File: src/rtl/scfd_pkg.sv
// Shared types and constants for the serial command frame decoder.
// No dependencies.
package scfd_pkg;

	localparam int unsigned CFG_IDX_W = 2;
	localparam logic [CFG_IDX_W-1:0] REG_START_CHAR = CFG_IDX_W'(0);
	localparam logic [CFG_IDX_W-1:0] REG_END_CHAR   = CFG_IDX_W'(1);

	localparam logic [7:0] START_CHAR_RST = 8'd45; // '-'
	localparam logic [7:0] END_CHAR_RST   = 8'd59; // ';'

	localparam logic [7:0] CMD_SPEED  = 8'h76; // 'v'
	localparam logic [7:0] CMD_STOP   = 8'h73; // 's'
	localparam logic [7:0] CMD_LED    = 8'h6C; // 'l'
	localparam logic [7:0] CHAR_ONE   = 8'h31; // '1'
	localparam logic [15:0] DIGIT_ZERO = 16'd48;

	localparam logic [1:0] ACT_SPEED = 2'd0;
	localparam logic [1:0] ACT_STOP  = 2'd1;
	localparam logic [1:0] ACT_LED   = 2'd2;

	// frame positions that the decode looks at
	localparam int unsigned NUM_KEPT = 9;

	function automatic int unsigned kept_pos(input int unsigned k);
		case (k)
			0: kept_pos = 1;
			1: kept_pos = 3;
			2: kept_pos = 4;
			3: kept_pos = 5;
			4: kept_pos = 6;
			5: kept_pos = 8;
			6: kept_pos = 9;
			7: kept_pos = 10;
			8: kept_pos = 11;
			default: kept_pos = 0;
		endcase
	endfunction

	typedef struct packed {
		logic       close;
		logic [7:0] p1;
		logic [7:0] p3;
		logic [7:0] p4;
		logic [7:0] p5;
		logic [7:0] p6;
		logic [7:0] p8;
		logic [7:0] p9;
		logic [7:0] p10;
		logic [7:0] p11;
	} frame_info_t;

	// three ASCII digits to a value, wrapping at 16 bits
	function automatic logic [15:0] speed_calc(input logic [7:0] h, input logic [7:0] t,
			input logic [7:0] u);
		logic [15:0] dh, dt, du;
		dh = {8'd0, h} - DIGIT_ZERO;
		dt = {8'd0, t} - DIGIT_ZERO;
		du = {8'd0, u} - DIGIT_ZERO;
		speed_calc = dh * 16'd100 + dt * 16'd10 + du;
	endfunction

endpackage

File: src/rtl/scfd_frame.sv
// Frame collector: start/end detection, byte count and the kept frame positions.
// Depends on scfd_pkg.
module scfd_frame import scfd_pkg::*; #(
	parameter int unsigned FRAME_MAX = 16
) (
	input  logic        clk,
	input  logic        arst_n,
	input  logic        go,
	input  logic [7:0]  rx_byte,
	input  logic [7:0]  start_char,
	input  logic [7:0]  end_char,
	output frame_info_t info
);

	localparam int unsigned CNT_W = $clog2(FRAME_MAX + 1);

	logic             in_frame_q;
	logic [CNT_W-1:0] count_q;
	logic [7:0]       kept_q [NUM_KEPT];

	logic is_start, is_end, room;

	assign is_start = (rx_byte == start_char);
	assign is_end   = (rx_byte == end_char);
	assign room     = (count_q < CNT_W'(FRAME_MAX));

	always_ff @(posedge clk or negedge arst_n) begin
		if (!arst_n) begin
			in_frame_q <= 1'b0;
			count_q    <= '0;
		end else if (go) begin
			if (!in_frame_q) begin
				if (is_start) begin
					in_frame_q <= 1'b1;
					count_q    <= CNT_W'(1);
				end
			end else if (!is_end && room) begin
				count_q <= count_q + CNT_W'(1);
			end else begin
				// end of frame, or overflow drops the frame
				in_frame_q <= 1'b0;
				count_q    <= '0;
			end
		end
	end

	for (genvar k = 0; k < NUM_KEPT; k++) begin : g_kept
		always_ff @(posedge clk) begin
			if (go) begin
				if (!in_frame_q) begin
					if (is_start)
						kept_q[k] <= 8'd0;
				end else if (!is_end && room && count_q == CNT_W'(kept_pos(k))) begin
					kept_q[k] <= rx_byte;
				end
			end
		end
	end

	always_comb begin
		info.close = in_frame_q && is_end;
		info.p1    = kept_q[0];
		info.p3    = kept_q[1];
		info.p4    = kept_q[2];
		info.p5    = kept_q[3];
		info.p6    = kept_q[4];
		info.p8    = kept_q[5];
		info.p9    = kept_q[6];
		info.p10   = kept_q[7];
		info.p11   = kept_q[8];
	end

endmodule

File: src/rtl/serial_command_frame_decoder.sv
// Serial command frame decoder top level. Depends on scfd_pkg and scfd_frame.
// A word accepted at the input is registered in the input stage, and its result is then registered on out.
// Throughput: one input word per cycle; the output register stalls only
// words that close a frame with a known command.
// Reset: asynchronous, active low; idle, flags cleared, start '-' and end ';'.
module serial_command_frame_decoder import scfd_pkg::*; #(
	parameter int unsigned FRAME_MAX = 16
) (
	input  logic                 clk,
	input  logic                 arst_n,
	input  logic                 cfg_we,
	input  logic [CFG_IDX_W-1:0] cfg_index,
	input  logic [7:0]           cfg_data,
	input  logic                 in_valid,
	output logic                 in_stall,
	input  logic [7:0]           rx_byte,
	output logic                 out_valid,
	input  logic                 out_stall,
	output logic [1:0]           action,
	output logic [7:0]           sign_a,
	output logic [7:0]           sign_b,
	output logic [15:0]          speed_a,
	output logic [15:0]          speed_b,
	output logic                 green_on,
	output logic                 red_on
);

	logic [7:0] start_q, end_q;
	logic       valid_s1;
	logic [7:0] byte_s1;
	logic       green_q, red_q;
	frame_info_t info;

	logic is_v, is_s, is_l, has_res, s1_go, go;
	logic green_nx, red_nx;

	always_ff @(posedge clk or negedge arst_n) begin
		if (!arst_n) begin
			start_q <= START_CHAR_RST;
			end_q   <= END_CHAR_RST;
		end else if (cfg_we) begin
			case (cfg_index)
				REG_START_CHAR: start_q <= cfg_data;
				REG_END_CHAR:   end_q   <= cfg_data;
				default: ;
			endcase
		end
	end

	scfd_frame #(.FRAME_MAX(FRAME_MAX)) u_frame (
		.clk        (clk),
		.arst_n     (arst_n),
		.go         (go),
		.rx_byte    (byte_s1),
		.start_char (start_q),
		.end_char   (end_q),
		.info       (info)
	);

	assign is_v    = (info.p1 == CMD_SPEED);
	assign is_s    = (info.p1 == CMD_STOP);
	assign is_l    = (info.p1 == CMD_LED);
	assign has_res = info.close && (is_v || is_s || is_l);

	// a word with no result never waits on the output side
	assign s1_go    = !has_res || !out_valid || !out_stall;
	assign go       = valid_s1 && s1_go;
	assign in_stall = valid_s1 && !s1_go;

	assign green_nx = green_q ^ (is_l && info.p3 == CHAR_ONE);
	assign red_nx   = red_q ^ (is_l && info.p5 == CHAR_ONE);

	always_ff @(posedge clk or negedge arst_n) begin
		if (!arst_n) begin
			valid_s1 <= 1'b0;
		end else if (!in_stall) begin
			valid_s1 <= in_valid;
		end
	end

	always_ff @(posedge clk) begin
		if (!in_stall && in_valid)
			byte_s1 <= rx_byte;
	end

	always_ff @(posedge clk or negedge arst_n) begin
		if (!arst_n) begin
			out_valid <= 1'b0;
			green_q   <= 1'b0;
			red_q     <= 1'b0;
		end else begin
			if (go && has_res) begin
				out_valid <= 1'b1;
				green_q   <= green_nx;
				red_q     <= red_nx;
			end else if (!out_stall) begin
				out_valid <= 1'b0;
			end
		end
	end

	always_ff @(posedge clk) begin
		if (go && has_res) begin
			green_on <= green_nx;
			red_on   <= red_nx;
			if (is_v) begin
				action  <= ACT_SPEED;
				sign_a  <= info.p3;
				sign_b  <= info.p8;
				speed_a <= speed_calc(info.p4, info.p5, info.p6);
				speed_b <= speed_calc(info.p9, info.p10, info.p11);
			end else begin
				action  <= is_s ? ACT_STOP : ACT_LED;
				sign_a  <= 8'd0;
				sign_b  <= 8'd0;
				speed_a <= 16'd0;
				speed_b <= 16'd0;
			end
		end
	end

endmodule

File: config.mk
export PLATFORM = sky130hd
export DESIGN_NAME = serial_command_frame_decoder
export DESIGN_NICKNAME = d
export VERILOG_FILES = /design/src/rtl/scfd_pkg.sv /design/src/rtl/scfd_frame.sv /design/src/rtl/serial_command_frame_decoder.sv
export SDC_FILE = /design/constraint.sdc
export NUM_CORES = 1
export LEC_CHECK = 0
export ABC_AREA = 1
export BUFFER_PORTS_ARGS = -buffer_cell sky130_fd_sc_hd__buf_4
export CORE_MARGIN = 2
export CORE_UTILIZATION = 35
export CTS_BUF_LIST = sky130_fd_sc_hd__clkbuf_16
export CTS_CLUSTER_SIZE = 10
export DETAILED_ROUTE_END_ITERATION = 6
export RECOVER_POWER = 100
export SYNTH_ARGS = -nofsm -noshare
export SYNTH_HDL_FRONTEND = slang
export SYNTH_HIERARCHICAL = 1
export SYNTH_SLANG_ARGS = --single-unit
File: constraint.sdc
create_clock -name clk -period 5.7 [get_ports clk]
set_input_delay 0.57 -clock clk [delete_from_list [all_inputs] [get_ports clk]]
set_output_delay 0.57 -clock clk [all_outputs]
set_load 0.02 [all_outputs]
==> results.yml <==
cells_and_area:
  fillers: 3172
  final_nets: 1466
  areaGrowthSynthToFinish_pct: 11.9
  drive_gt1_frac: 0.0604
  post-route-util: 0.398
  multi_input_area_sq_um: 5490
  antenna_cells: 0
  seq_area_sq_um: 4630
grt:
  grt.total_usage: 0.147
  met3_usage: 0.0222
  antenna_found_initial: 0
  grt_overflow: 0
  grt-busiest-layer: "met2"
  grt_pass1_wl_microns: 39200
  grt_max_degree: 33
  grt_pass1_vias: 7973
  grtUsageMet1: 0.200
  met2_usage: 0.249
cts:
  clk_pin_slew_ns: 0.07
  post_cts_buffers: 0
  holdBufCountCts: 0
  cts.sinks: 158
  cts_max_path_buffers: 2
  cts_buffers: 17
  cts_tree: "yes"
  cts-root-buf: "clkbuf_16"
  clkLatencyLatePin_ns: 0.43
  cts-resized-gates: 0
  htreeDepth: 4
routing:
  num_vias: 7839
  wl_per_cell_microns: 13.7
  drc_errors: 0
  ant_nets: 0
  drt-initial-drc-count: 397
  drt-pass1-iter-count: 5
  drt-vias-per-instance: 4.63
  finalWirelength_microns: 23300
logic_synthesis:
  synth_top_area_cell: "edfxtp_1"
  synth_seq_cells: 158
  async_flop_share: 0.165
  synth_edf_count: 132
  ys.flop_type: "edfxtp_1"
  synth_top_area_share: 0.353
  ys_warn_count: 6
  netlist_top_cells_area: "edfxtp_1 35%, ha_1 13%, fa_1 8.2%"
  synthDistinctLibCells: 45
  ys_top_cells_by_count: "233 x inv_1, 184 x nand2_1, 136 x nor2_1"
  synth_area_sq_um: 11200
  syn_nets: 1382
  ys_seq_area_frac: 0.412
  syn_avg_cell_area_sq_um: 9.39
  yosysMostFrequentCell: "inv_1"
  syn_inst: 1194
worst_hold_path:
  min-delay-start: "rx_byte[7]"
  whs_path_depth: 1
  hold_class: "input pin to flip-flop"
  hold_end: "byte_s1[7]$_DFFE_PP_"
timing:
  finalHoldViolCount: 0
  drv_slew: 52
  finalSetupViolCount: 0
  relSlewSlack: -0.138
  final.period_utilization: 0.889
  worstMarginPinSlew_ns: 1.71
  fmax_ghz: 0.197
  hold_ws_ns: 0.343
  fin_worst_skew_ns: 0.0154
  rsz0062_at_grt: "no"
  finalSetupTns_ns: 0
  min_period_ns: 5.07
floorplanning:
  die_h_microns: 183
  die_area_sq_um: 33500
  coreArea_sq_um: 31600
  initial_core_util: 0.355
  rows: 65
  ioPinCount: 77
  die_x_microns: 183
placed_design:
  gp_congestion: 0.821
  numPortBuffers: 76
  hpwl_microns: 17400
worst_setup_path:
  cp_slowest_cell: "fa_1"
  r2r-end: "speed_a[15]$_SDFFCE_PN0P_"
  critPathLaunchType: "flip-flop"
  cp-end-kind: "flip-flop"
  r2r_start: "u_frame/kept_q[2][4]$_SDFFCE_PN0P_"
  critPathKind: "flip-flop to flip-flop"
  max_stage_delay_ns: 0.50
  required_ns: 5.89
  critPathArrivalTime_ns: 5.25
  crit_top_cell: "inv_1"
  path_max_fanout: 5
  reg2reg_slack_ns: 0.63
  r2r_cells: 25
job:
  maxCapViolCount: 2
power_and_ir_drop:
  power_leakage_nw: 5.79
  power_density_nw_per_um2: 418
  ir_drop_mv: 0.277
status:
  violations: "capacitance limit, slew limit"
  run_status: "complete, but fails checks"
[cell usage in the layout (no fill, tap or decap), types with 2 or more instances in the layout]
| master | netlist | layout |
|---|---|---|
| edfxtp_1 | 132 | 132 |
| nand3_2 | 3 | 3 |
| o21ai_1 | 6 | 5 |
| nor2_2 | 7 | 6 |
| nand3b_1 | 3 | 3 |
| nor2_1 | 136 | 137 |
| clkinv_2 | 0 | 2 |
| a41oi_1 | 2 | 2 |
| clkbuf_1 | 5 | 56 |
| dfstp_2 | 9 | 9 |
| xor2_1 | 36 | 36 |
| nor3_1 | 7 | 8 |
| dfrtp_1 | 17 | 17 |
| or2_2 | 2 | 2 |
| buf_4 | 2 | 11 |
| o21bai_1 | 7 | 7 |
| a21oi_2 | 2 | 2 |
| o21ai_0 | 52 | 53 |
| clkinv_1 | 2 | 3 |
| o21a_1 | 6 | 6 |
| nand3_1 | 31 | 40 |
| ha_1 | 119 | 119 |
| a21oi_1 | 65 | 65 |
| inv_1 | 233 | 237 |
| clkbuf_4 | 0 | 10 |
| xnor2_1 | 25 | 25 |
| inv_2 | 4 | 3 |
| nand4_1 | 10 | 10 |
| nor4_1 | 4 | 4 |
| nand2_1 | 184 | 184 |
| clkbuf_16 | 0 | 17 |
| bufinv_16 | 0 | 6 |
| fa_1 | 46 | 46 |
| or2_1 | 2 | 2 |
| a21o_1 | 4 | 4 |
| a31oi_1 | 5 | 5 |
[how the worst max path moves through the flow]
stage                                       start                        end  slack, ns  depth (start not counted)
3_3_place_gp   u_frame/kept_q[2][4]$_SDFFCE_PN0P_  speed_a[15]$_SDFFCE_PN0P_       0.79                         25
3_5_place_dp   u_frame/kept_q[2][4]$_SDFFCE_PN0P_  speed_a[15]$_SDFFCE_PN0P_       0.59                         25
6_report       u_frame/kept_q[2][4]$_SDFFCE_PN0P_  speed_a[15]$_SDFFCE_PN0P_       0.63                         25
2_1_floorplan  u_frame/kept_q[2][4]$_SDFFCE_PN0P_  speed_a[15]$_SDFFCE_PN0P_       1.06                         23
4_1_cts        u_frame/kept_q[2][4]$_SDFFCE_PN0P_  speed_a[15]$_SDFFCE_PN0P_       0.57                         25
5_1_grt        u_frame/kept_q[2][4]$_SDFFCE_PN0P_  speed_a[15]$_SDFFCE_PN0P_       0.22                         25
[worst max-delay path: cells and delay by family (launching register included)]
| family | cells | cell delay (ns) |
|---|---|---|
| AOI/OAI and AO/OA | 2 | 0.48 |
| xor gates and xnor gates | 2 | 0.45 |
| adders and majority gates | 6 | 2.28 |
| buffers and inverters | 5 | 0.26 |
| DFF | 1 | 0.44 |
| and+or+nand+nor | 10 | 0.93 |
[cell families after synthesis]
group,count (synthesis),share of synthesized area
AND/OR/NAND/NOR,405,0.162
buffers and inverters,252,0.0870
adder cells (fa/ha/maj),165,0.215
flip-flops,158,0.412
AO/OA/AOI/OAI,152,0.0743
XOR/XNOR,62,0.0491
[flip-flops by register name, summed over array words and instances, names as in the netlist]
register / flops
action: 2
byte_s1: 8
end_q: 8
green_on: 1
green_q: 1
out_valid: 1
red_on: 1
red_q: 1
sign_a: 8
sign_b: 8
speed_a: 16
speed_b: 16
start_q: 8
u_frame/count_q: 5
u_frame/in_frame_q: 1
u_frame/kept_q: 72
valid_s1: 1
[report_power, final]
| part | total (mW) | switching, mW | internal [mW] |
|---|---|---|---|
| clock | 1.32 | 0.500 | 0.817 |
| combinational | 2.51 | 1.59 | 0.918 |
| sequential | 1.42 | 0.0707 | 1.35 |
| total | 5.25 | 2.16 | 3.09 |
[cell type report]
class	count	share of cell area
well taps	402	0.0401
multi-input cells	784	0.438
flip-flops and latches	158	0.369
clock buffers	17	0.0339
repair buffers	78	0.0297
inverters	239	0.0715
clock inverters	15	0.0183
[routing by layer]
layer / vias to the layer above / routed length (microns)
li1: 4030 / -
met1: 3644 / 11300
met2: 159 / 11000
met3: 6 / 871
met4: 0 / 130
met5: - / 0
[metrics by stage]
stage / cells / worst slack [ns] / power (mW) / area, sq um
4_1_cts: 1693 / 0.567 / 5.33 / 12900
5_1_grt: 1693 / 0.217 / 5.76 / 12500
6_report: 1693 / 0.631 / 5.25 / 12500
3_5_place_dp: 1661 / 0.595 / 3.98 / 12200
3_3_place_gp: 1661 / 0.787 / 3.96 / 12200
2_1_floorplan: 1194 / 1.06 / 3.47 / 11200
Note: power is estimated with default switching activity, not from simulation.
